**config.mk**
```make
export PLATFORM = sky130hd
export DESIGN_NAME = sliding_window_max_min_filter
export DESIGN_NICKNAME = d
export VERILOG_FILES = /design/src/hw/rtl/swmm_pkg.sv /design/src/hw/rtl/swmm_fifo.sv /design/src/hw/rtl/swmm_front.sv /design/src/hw/rtl/swmm_back.sv /design/src/hw/rtl/sliding_window_max_min_filter.sv
export SDC_FILE = /design/constraint.sdc
export NUM_CORES = 1
export LEC_CHECK = 0
export BUFFER_PORTS_ARGS = -buffer_cell sky130_fd_sc_hd__buf_4
export CAP_MARGIN = 20
export CORE_MARGIN = 2
export CORE_UTILIZATION = 55
export DETAILED_ROUTE_END_ITERATION = 8
export GPL_ROUTABILITY_DRIVEN = 0
export HOLD_SLACK_MARGIN = 0.03
export PLACE_DENSITY = 0.76
export RECOVER_POWER = 100
export SYNTH_ARGS = -nofsm -noshare
export SYNTH_HDL_FRONTEND = slang
export SYNTH_SLANG_ARGS = --single-unit
```
**constraint.sdc**
```tcl
create_clock -name clk -period 22.8 [get_ports clk]
set_clock_uncertainty 0.05 [all_clocks]
set_input_delay 3.42 -clock clk [delete_from_list [all_inputs] [get_ports clk]]
set_output_delay 3.42 -clock clk [all_outputs]
set_load 0.02 [all_outputs]
```
**src/hw/rtl/swmm_pkg.sv**
```systemverilog
`default_nettype none

package swmm_pkg;

	localparam int MAX_RADIUS   = 7;
	localparam int STORE_DEPTH  = 2 * MAX_RADIUS + 1;
	localparam int SAMPLE_W     = 8;
	localparam int RAD_W        = 3;
	localparam int AGE_W        = $clog2(STORE_DEPTH);
	localparam int CNT_W        = $clog2(STORE_DEPTH + 1);
	localparam int HI_W         = (AGE_W > RAD_W + 1) ? AGE_W : RAD_W + 1;
	localparam int CMP_W        = (CNT_W > RAD_W + 1) ? CNT_W : RAD_W + 1;
	localparam int TREE_N       = 2 ** AGE_W;
	localparam int FIFO_DEPTH   = 2;
	localparam int FIFO_PTR_W   = $clog2(FIFO_DEPTH);
	localparam int FIFO_CNT_W   = $clog2(FIFO_DEPTH + 1);

	localparam logic [RAD_W-1:0] RADIUS_RESET = 3'd2;

	typedef struct packed {
		logic [SAMPLE_W-1:0] sample;
		logic                last_in_line;
	} in_t;

	typedef struct packed {
		logic [SAMPLE_W-1:0] max_value;
		logic [SAMPLE_W-1:0] min_value;
		logic                last_out;
	} out_t;

	// one queued job: window snapshot and the range of positions to emit
	typedef struct packed {
		logic [STORE_DEPTH-1:0][SAMPLE_W-1:0] win;
		logic [RAD_W-1:0]                     radius;
		logic [AGE_W-1:0]                     vmax;
		logic [RAD_W-1:0]                     qfirst;
		logic                                 last;
	} job_t;

endpackage

`default_nettype wire

```
**src/hw/rtl/swmm_fifo.sv**
```systemverilog
`default_nettype none

module swmm_fifo (
	input  wire logic           clk,
	input  wire logic           arst_n,
	input  wire logic           push,
	input  wire swmm_pkg::job_t push_data,
	output logic                push_ready,
	input  wire logic           pop,
	output swmm_pkg::job_t      pop_data,
	output logic                pop_valid
);

	swmm_pkg::job_t                          data_q [swmm_pkg::FIFO_DEPTH];
	logic [swmm_pkg::FIFO_PTR_W-1:0]         wr_ptr_q;
	logic [swmm_pkg::FIFO_PTR_W-1:0]         rd_ptr_q;
	logic [swmm_pkg::FIFO_CNT_W-1:0]         count_q;
	logic                                    do_push;
	logic                                    do_pop;

	assign push_ready = count_q != swmm_pkg::FIFO_CNT_W'(swmm_pkg::FIFO_DEPTH);
	assign pop_valid  = count_q != '0;
	assign pop_data   = data_q[rd_ptr_q];
	assign do_push    = push && push_ready;
	assign do_pop     = pop && pop_valid;

	always_ff @(posedge clk) begin
		if (do_push) begin
			data_q[wr_ptr_q] <= push_data;
		end
	end

	always_ff @(posedge clk or negedge arst_n) begin
		if (!arst_n) begin
			wr_ptr_q <= '0;
			rd_ptr_q <= '0;
			count_q  <= '0;
		end else begin
			if (do_push) begin
				wr_ptr_q <= (wr_ptr_q == swmm_pkg::FIFO_PTR_W'(swmm_pkg::FIFO_DEPTH - 1))
					? '0 : wr_ptr_q + 1'b1;
			end
			if (do_pop) begin
				rd_ptr_q <= (rd_ptr_q == swmm_pkg::FIFO_PTR_W'(swmm_pkg::FIFO_DEPTH - 1))
					? '0 : rd_ptr_q + 1'b1;
			end
			if (do_push && !do_pop) begin
				count_q <= count_q + 1'b1;
			end else if (do_pop && !do_push) begin
				count_q <= count_q - 1'b1;
			end
		end
	end

	a_no_overflow: assert property (@(posedge clk) disable iff (!arst_n)
		count_q <= swmm_pkg::FIFO_CNT_W'(swmm_pkg::FIFO_DEPTH))
		else $error("queue count beyond depth");

endmodule

`default_nettype wire

```
**src/hw/rtl/swmm_front.sv**
```systemverilog
`default_nettype none

module swmm_front (
	input  wire logic                         clk,
	input  wire logic                         arst_n,
	input  wire logic [swmm_pkg::RAD_W-1:0]   radius,
	input  wire logic                         accept,
	input  wire swmm_pkg::in_t                item,
	output logic                              push,
	output swmm_pkg::job_t                    job
);

	logic [swmm_pkg::STORE_DEPTH-1:0][swmm_pkg::SAMPLE_W-1:0] store_q;
	logic [swmm_pkg::CNT_W-1:0]                                seen_q;
	logic [swmm_pkg::RAD_W-1:0]                                r_eff;
	logic [swmm_pkg::CMP_W-1:0]                                n_cmp;
	logic [swmm_pkg::CMP_W-1:0]                                r_cmp;
	logic                                                      n_ge_r;

	always_comb begin
		r_eff = (swmm_pkg::CMP_W'(radius) > swmm_pkg::CMP_W'(swmm_pkg::MAX_RADIUS))
			? swmm_pkg::RAD_W'(swmm_pkg::MAX_RADIUS) : radius;
		n_cmp = swmm_pkg::CMP_W'(seen_q);
		r_cmp = swmm_pkg::CMP_W'(r_eff);
		n_ge_r = n_cmp >= r_cmp;

		job.win[0] = item.sample;
		for (int a = 1; a < swmm_pkg::STORE_DEPTH; a++) begin
			job.win[a] = store_q[a-1];
		end
		job.radius = r_eff;
		job.vmax   = (seen_q >= swmm_pkg::CNT_W'(swmm_pkg::STORE_DEPTH - 1))
			? swmm_pkg::AGE_W'(swmm_pkg::STORE_DEPTH - 1) : swmm_pkg::AGE_W'(seen_q);
		job.qfirst = n_ge_r ? r_eff : swmm_pkg::RAD_W'(seen_q);
		job.last   = item.last_in_line;

		push = accept && (item.last_in_line || n_ge_r);
	end

	always_ff @(posedge clk) begin
		if (accept) begin
			store_q <= job.win;
		end
	end

	always_ff @(posedge clk or negedge arst_n) begin
		if (!arst_n) begin
			seen_q <= '0;
		end else if (accept) begin
			if (item.last_in_line) begin
				seen_q <= '0;
			end else if (seen_q != swmm_pkg::CNT_W'(swmm_pkg::STORE_DEPTH)) begin
				seen_q <= seen_q + 1'b1;
			end
		end
	end

endmodule

`default_nettype wire

```
**src/hw/rtl/swmm_back.sv**
```systemverilog
`default_nettype none

module swmm_back (
	input  wire logic           clk,
	input  wire logic           arst_n,
	input  wire swmm_pkg::job_t job_in,
	input  wire logic           job_valid,
	output logic                pop,
	output logic                result_valid,
	input  wire logic           result_ready,
	output swmm_pkg::out_t      result
);

	swmm_pkg::job_t                   cur_q;
	logic                             cur_valid_q;
	logic [swmm_pkg::RAD_W-1:0]       q_q;
	swmm_pkg::out_t                   result_q;
	logic                             result_valid_q;

	logic                             adv;
	logic                             fin;
	logic [swmm_pkg::HI_W-1:0]        sum;
	logic [swmm_pkg::HI_W-1:0]        hi;
	logic [swmm_pkg::SAMPLE_W-1:0]    mx [swmm_pkg::TREE_N];
	logic [swmm_pkg::SAMPLE_W-1:0]    mn [swmm_pkg::TREE_N];
	swmm_pkg::out_t                   res_d;

	assign adv = cur_valid_q && (!result_valid_q || result_ready);
	assign fin = !cur_q.last || (q_q == '0);
	assign pop = job_valid && (!cur_valid_q || (adv && fin));

	// masked comparator tree over the window snapshot
	always_comb begin
		sum = swmm_pkg::HI_W'(q_q) + swmm_pkg::HI_W'(cur_q.radius);
		hi  = (sum > swmm_pkg::HI_W'(cur_q.vmax)) ? swmm_pkg::HI_W'(cur_q.vmax) : sum;
		for (int a = 0; a < swmm_pkg::TREE_N; a++) begin
			mx[a] = '0;
			mn[a] = '1;
		end
		for (int a = 0; a < swmm_pkg::STORE_DEPTH; a++) begin
			if (swmm_pkg::HI_W'(a) <= hi) begin
				mx[a] = cur_q.win[a];
				mn[a] = cur_q.win[a];
			end
		end
		for (int l = 0; l < swmm_pkg::AGE_W; l++) begin
			for (int i = 0; i < (swmm_pkg::TREE_N >> (l + 1)); i++) begin
				mx[i] = (mx[2*i] > mx[2*i+1]) ? mx[2*i] : mx[2*i+1];
				mn[i] = (mn[2*i] < mn[2*i+1]) ? mn[2*i] : mn[2*i+1];
			end
		end
		res_d.max_value = mx[0];
		res_d.min_value = mn[0];
		res_d.last_out  = cur_q.last && (q_q == '0);
	end

	always_ff @(posedge clk) begin
		if (adv) begin
			result_q <= res_d;
		end
		if (pop) begin
			cur_q <= job_in;
			q_q   <= job_in.qfirst;
		end else if (adv) begin
			q_q <= q_q - 1'b1;
		end
	end

	always_ff @(posedge clk or negedge arst_n) begin
		if (!arst_n) begin
			cur_valid_q    <= 1'b0;
			result_valid_q <= 1'b0;
		end else begin
			if (pop) begin
				cur_valid_q <= 1'b1;
			end else if (adv && fin) begin
				cur_valid_q <= 1'b0;
			end
			if (adv) begin
				result_valid_q <= 1'b1;
			end else if (result_ready) begin
				result_valid_q <= 1'b0;
			end
		end
	end

	assign result_valid = result_valid_q;
	assign result       = result_q;

	a_last_on_finish: assert property (@(posedge clk) disable iff (!arst_n)
		adv |=> result_q.last_out == $past(cur_q.last && fin))
		else $error("last flag does not match job end");

	a_single_result: assert property (@(posedge clk) disable iff (!arst_n)
		cur_valid_q && !cur_q.last |-> q_q == cur_q.qfirst)
		else $error("mid-line job stepped past its one position");

	a_pop_when_free: assert property (@(posedge clk) disable iff (!arst_n)
		pop && cur_valid_q |-> adv && fin)
		else $error("job replaced before it finished");

endmodule

`default_nettype wire

```
**src/hw/rtl/sliding_window_max_min_filter.sv**
```systemverilog
`default_nettype none

// channel   | direction | handshake                     | payload
// sample    | in        | sample_valid / sample_ready   | sample_data  (in_t)
// result    | out       | result_valid / result_ready   | result_data  (out_t)
// cfg       | in        | cfg_we                        | cfg_wdata    (window radius)
//
// one sample accepted per cycle while the job queue has room; a mid-line sample's job
// passes the queue entry and the current-job register before its result is registered
// a line-end sample yields min(n, radius)+1 results, one per cycle from the comparator
// tree while result_ready holds, so the back end stays busy with it; the two-entry job
// queue may then fill and stall the sample channel
// arst_n clears the queue, the line position and the output valid; radius resets to 2
// a stalled result holds the back end but not the front until the queue is full

module sliding_window_max_min_filter (
	input  wire logic                        clk,
	input  wire logic                        arst_n,
	input  wire logic                        sample_valid,
	output logic                             sample_ready,
	input  wire swmm_pkg::in_t               sample_data,
	output logic                             result_valid,
	input  wire logic                        result_ready,
	output swmm_pkg::out_t                   result_data,
	input  wire logic                        cfg_we,
	input  wire logic [swmm_pkg::RAD_W-1:0]  cfg_wdata
);

	logic [swmm_pkg::RAD_W-1:0] radius_q;
	logic                       accept;
	logic                       push;
	logic                       push_ready;
	logic                       pop;
	logic                       job_valid;
	swmm_pkg::job_t             job_front;
	swmm_pkg::job_t             job_back;

	always_ff @(posedge clk or negedge arst_n) begin
		if (!arst_n) begin
			radius_q <= swmm_pkg::RADIUS_RESET;
		end else if (cfg_we) begin
			radius_q <= cfg_wdata;
		end
	end

	assign sample_ready = push_ready;
	assign accept       = sample_valid && push_ready;

	swmm_front u_front (
		.clk    (clk),
		.arst_n (arst_n),
		.radius (radius_q),
		.accept (accept),
		.item   (sample_data),
		.push   (push),
		.job    (job_front)
	);

	swmm_fifo u_fifo (
		.clk        (clk),
		.arst_n     (arst_n),
		.push       (push),
		.push_data  (job_front),
		.push_ready (push_ready),
		.pop        (pop),
		.pop_data   (job_back),
		.pop_valid  (job_valid)
	);

	swmm_back u_back (
		.clk          (clk),
		.arst_n       (arst_n),
		.job_in       (job_back),
		.job_valid    (job_valid),
		.pop          (pop),
		.result_valid (result_valid),
		.result_ready (result_ready),
		.result       (result_data)
	);

endmodule

`default_nettype wire
```
==> Word level (Yosys, flattened, before mapping) <==
Memories as Yosys holds them, arrays and structs flattened.
Cells that the tools add are included.
{ "word_totals": {"ff_bits": 273, "ramBits": 262, "output_inout_bits": 19, "wordCells": 205, "n_memories": 1} }
{ "mem_list": {"columns": ["name", "depth", "width", "read_ports", "rd_ports_with_merged_regs", "write_ports", "line", "text"], "rows": [
  ["u_fifo.data_q", 2, 131, 1, 0, 1, "swmm_fifo.sv:14", "swmm_pkg::job_t data_q [swmm_pkg::FIFO_DEPTH];"]
]} }
{ "op_classes": {"addsub": 7, "n_lt_le_gt_ge": 48, "n_eq_ne": 2, "muxes": 77, "n_reduce_logical": 27} }
{ "op_table": {"columns": ["op", "count"], "rows": [
  ["2-to-1 mux 8 bit", 60],
  ["> comparator 8 bit", 14],
  ["less-than comparator 8 bit", 14],
  ["<= comparator 4 bit (first input constant)", 7],
  ["<= comparator 3 x 4 -> 1 bit (first input constant)", 4],
  ["2-to-1 mux 4 bit", 4],
  ["nonzero test 2 bit", 6],
  ["logical AND 1 bit", 10],
  ["2-to-1 mux 3 bit", 3],
  ["> comparator 8 x 1 -> 1 bit (second input constant)", 1],
  ["<= comparator 1 x 4 -> 1 bit (first input constant)", 2],
  ["<= comparator 2 x 4 -> 1 bit (first input constant)", 2],
  ["less-than comparator 8 bit (second input constant)", 1],
  ["2-to-1 mux 1 bit", 8],
  ["logical NOT 1 bit", 5],
  ["adder 3 x 3 -> 4 bit", 1],
  ["adder 4 x 1 -> 4 bit (second input constant)", 1],
  ["greater-or-equal comparator 4 x 3 -> 1 bit", 1],
  ["greater-or-equal comparator 4 bit (second input constant)", 1],
  ["> comparator 4 bit", 1],
  ["logical OR 1 bit", 4],
  ["2-to-1 mux 2 bit", 2],
  ["inequality test 4 bit (second input constant)", 1],
  ["logical NOT 3 bit", 1],
  ["6 further kinds", 7]
]} }

==> Longest topological paths before layout <==
{ "logic_depth": {"ltp_word": 13, "mapped_depth": 57, "ltp_nobuf": 52} }

==> Cells and area by module <==
A second synthesis with hierarchy kept.
{ "unflattened": {"cells_unflattened": 2239, "hier_area_um2": 28411.0} }
{ "by_module_without_submodules": {"columns": ["mod", "n_inst", "cells_per_inst", "area_per_inst_um2", "seq_area_each_um2"], "rows": [
  ["swmm_back", 1, 1634, 14445.1, 4494.3],
  ["swmm_fifo", 1, 426, 9978.3, 7967.6],
  ["swmm_front", 1, 172, 3871.2, 3463.3],
  ["sliding_window_max_min_filter", 1, 7, 116.4, 76.3]
]} }

==> Worst setup path before layout <==
OpenSTA, ideal clock, no wires.
{ "synth_timing": {"path_type": "input-to-reg", "start": "in sample_valid", "end": "mem u_fifo.data_q[1][0] in the netlist's numbering (enable)", "setup_ns": 0.622, "t_arrival_ns": 12.290, "required_time_ns": 22.128, "path_slack_ns": 9.838, "path_stages": 3, "path_buffers": 0, "cell_sequence": "and2_1 -> o21ai_0 -> nor2_1"} }
{ "synth_between": {"elab_chain_cells": 5} }
{ "synth_rtl": {"columns": ["item", "line", "text"], "rows": [
  ["start: declaration", "sliding_window_max_min_filter.sv:19", "input wire logic sample_valid,"],
  ["logical AND 1 bit", "sliding_window_max_min_filter.sv:47", "assign accept = sample_valid && push_ready;"],
  ["logical AND 1 bit", "swmm_front.sv:37", "push = accept && (item.last_in_line || n_ge_r);"],
  ["logical AND 1 bit", "swmm_fifo.sv:24", "assign do_push = push && push_ready;"],
  ["2-to-1 mux 1 bit", "swmm_fifo.sv:28", "if (do_push) begin"],
  ["2-to-1 mux 1 bit (not written as such)", "swmm_fifo.sv:29", "data_q[wr_ptr_q] <= push_data;"],
  ["end: declaration", "swmm_fifo.sv:14", null]
]} }
No other way between the ends.

==> impl_metrics.yaml <==
yosys:
  sequential_share_of_the_synthesized_area_pct: 56.9
  syn-instance-count: 2236
  yosys.cell_types.count: 91
  leading_cell_type_by_number_of_instances_after_synthesis: "sky130_fd_sc_hd__edfxtp_1"
  avgSynthCellArea_um2: 12.6
  mappedNetlistNets: 2470
  syn_area_mm2: 0.0281
  flip_flop_and_latch_count_after_synthesis: 535
  asyncSetResetFlopFracSynth_pct: 2.43
  synth-edff-count: 522
  synth_top_cells_by_area: "sky130_fd_sc_hd__edfxtp_1 56%, sky130_fd_sc_hd__ha_1 9.6%, sky130_fd_sc_hd__mux2_2 6.8%"
  synth_top_area_cell: "sky130_fd_sc_hd__edfxtp_1"
  ys_warn_count: 0
  synth_top_cell_area_share_pct: 55.8
  ys_dominant_reg_cell: "sky130_fd_sc_hd__edfxtp_1"
  synthTopCellsByCount: "522 x sky130_fd_sc_hd__edfxtp_1, 216 x sky130_fd_sc_hd__ha_1, 188 x sky130_fd_sc_hd__nor2_1"
die:
  die_height_um: 230
  die_width_um: 230
  core-area_mm2: 0.0503
  fp.dieArea_mm2: 0.0529
  rows: 82
  io_pins: 36
  initial_core_util_pct: 55.9
route:
  number_of_design_rule_violations_left_by_the_first_detailed_router_iteration: 1576
  avgViaCountPerCell: 6.04
  detail_route.wirelength_mm: 63.0
  drt.antenna.violating_nets: 0
  routed_wire_length_per_instance_um: 21.1
  total_via_count_in_the_routed_design: 18100
  dr.pass1.iters: 6
  route.detailed.drc: 0
setup_path:
  worst_path_max_delay_cell: "sky130_fd_sc_hd__o21ai_0"
  cp.required_ns: 23.13
  path_class: "reg2reg"
  critical_path_arrival_ns: 15.00
  crit_path_start_kind: "flop"
  cp_slowest_stage_delay_ns: 2.04
  crit-reg2reg-launch: "u_back.q_q[0]"
  crit_path_max_fanout: 18
  worst_setup_path_startpoint: "u_back.q_q[0]"
  timing.critical_path.to_type: "flop"
  r2r_setup_slack_ns: 8.13
  length_in_cells_of_the_worst_reg_to_reg_path: 51
  regToRegEndpoint: "u_back.result[16]"
sta:
  clock.fmax_mhz: 68.2
  setup_repair_after_global_routing_missed_its_margin: "no"
  final.min_clock_period_ns: 14.67
  max_slew_margin_pct: -460
  timing_worst_slew_pin_value_ns: 8.39
  setup_tns_ns: 0
  hold_viol: 0
  timing.final.ws_setup_ns: 8.13
  final_max_slew_viol_count: 663
  final-setup-viol-count: 0
  final_worst_path_period_share_pct: 64.3
global_route:
  globalRouteTotalUtil_pct: 23.9
  grt_first_pass_wirelength_mm: 98.9
  grt_max_degree: 136
  gr-total-overflow: 0
  grt_pass1_vias: 18300
  antenna_violations_before_repair: 0
worst_hold_path:
  hold_path_end: "u_fifo.data_q[0][129]"
  hp-start: "u_front.job[129]"
  hp_class: "reg2reg"
  hold_critical_path_depth: 0
clocking:
  tritoncts.num_buffers: 52
  ctsHtreeMaxLevel: 2
  clock_insertion_delay_worst_skew_ns: 0.62
  post_cts_buffers: 0
  clock_transition_at_path_regs_ns: 0.06
  hold_buffers: 0
  clock_tree.root_cell: "sky130_fd_sc_hd__clkbuf_16"
  ctsResizeCount: 0
  cts_tree: "yes"
  clockBufferDepth: 3
  numClockSinks: 535
final_layout:
  finalCoreUtilization_pct: 60.9
  area_growth_syn_to_layout_pct: 8.95
  insertedDiodeCount: 0
  design.final.nets: 2514
  stdcell_area_mm2: 0.0306
  post_route_cells_drive_above_1_share_pct: 12.1
placement:
  place_worst_setup_slack_ns: 10.36
  port-buffer-count: 35
  hpwlAfterDp_mm: 44.8
  postPlaceCellArea_mm2: 0.0291
run_status:
  violations_in_the_final_reports: "capacitance limit, slew limit"
  status: "finished, violations left"
run:
  max_capacitance_violation_total: 12
==> through the flow <==
stage	hold WS, ns	cells
floorplan	0.371	2236
global placement	0.374	2895
detailed placement	0.385	2896
CTS	0.402	2991
global route	0.417	2993
finish	0.400	2993
==> registers in the layout, indices dropped and copies added (netlist names) <==
signal,count
u_back.result,17
u_front.job,112
u_back.q_q,3
u_fifo.data_q,262
u_back.cur_q,128
u_fifo.count_q,2
u_fifo.wr_ptr_q,1
u_fifo.rd_ptr_q,1
u_back.cur_valid_q,1
radius_q,3
u_front.n_cmp,4
u_back.result_valid,1
==> layer usage <==
layer | part of all wire [%] | track usage, % | vias up
met5 | 0 | 0 | -
li1 | - | - | 8437
met3 | 5.2 | 3.19 | 164
met4 | 4.2 | 10.8 | 0
met1 | 41 | 30.1 | 8821
met2 | 49 | 41.1 | 652
==> final cells by class <==
| cell class | instances | area (um^2) |
|---|---|---|
| clock buffers | 61 | 1340 |
| fillers | 3839 | 19700 |
| inverters | 176 | 661 |
| well taps | 672 | 841 |
| clock inverters | 34 | 392 |
| flip-flops and latches | 535 | 16000 |
| repair buffers | 52 | 244 |
| multi-input cells | 1463 | 11100 |
==> layout by cell type, fill, tap and decap left out, drive strengths merged, types with 13 or more instances in the layout <==
| cell type | instances |
|---|---|
| inv | 179 |
| ha | 216 |
| a31oi | 22 |
| a21o | 45 |
| clkinv | 20 |
| nand4 | 21 |
| a211oi | 13 |
| o21ai | 98 |
| and2 | 35 |
| edfxtp | 522 |
| nor2 | 188 |
| nand2 | 133 |
| nand3 | 39 |
| a21oi | 123 |
| o211ai | 15 |
| mux2i | 91 |
| nor2b | 26 |
| mux2 | 176 |
| o21a | 26 |
| nor3 | 23 |
| nand2b | 34 |
| clkbuf | 103 |
==> critical path: cells and delay by family, from the launching register on <==
family	cells	cell delay, ns
buffers and inverters	4	0.69
AOI/OAI and AO/OA	25	6.92
adders and majority gates	7	2.40
muxes	4	1.66
and+or+nand+nor	11	2.23
DFF	1	0.43
==> cell families (layout without fill, tap and decap cells) <==
kind of cell               count (synthesis)  in the layout  synth area share, %
and+or+nand+nor                          536            536                 8.96
DFF                                      535            535                 56.9
AOI/OAI and AO/OA                        435            435                 10.4
muxes                                    267            267                 10.4
buffers and inverters                    238            323                 3.32
adders and majority gates                217            217                 9.69
xor gates and xnor gates                   8              8                0.276
==> how the worst max path moves through the flow <==
stage               cells past startpoint                   to
finish                                 51    u_back.result[16]
global route                           51    u_back.result[16]
CTS                                    46     u_back.result[9]
detailed placement                     46     u_back.result[9]
global placement                       42     u_back.result[1]
floorplan                               3  u_fifo.data_q[1][0]
Power is not shown: default switching activity piles up to over one toggle a cycle in this logic, so the estimate is an artifact.
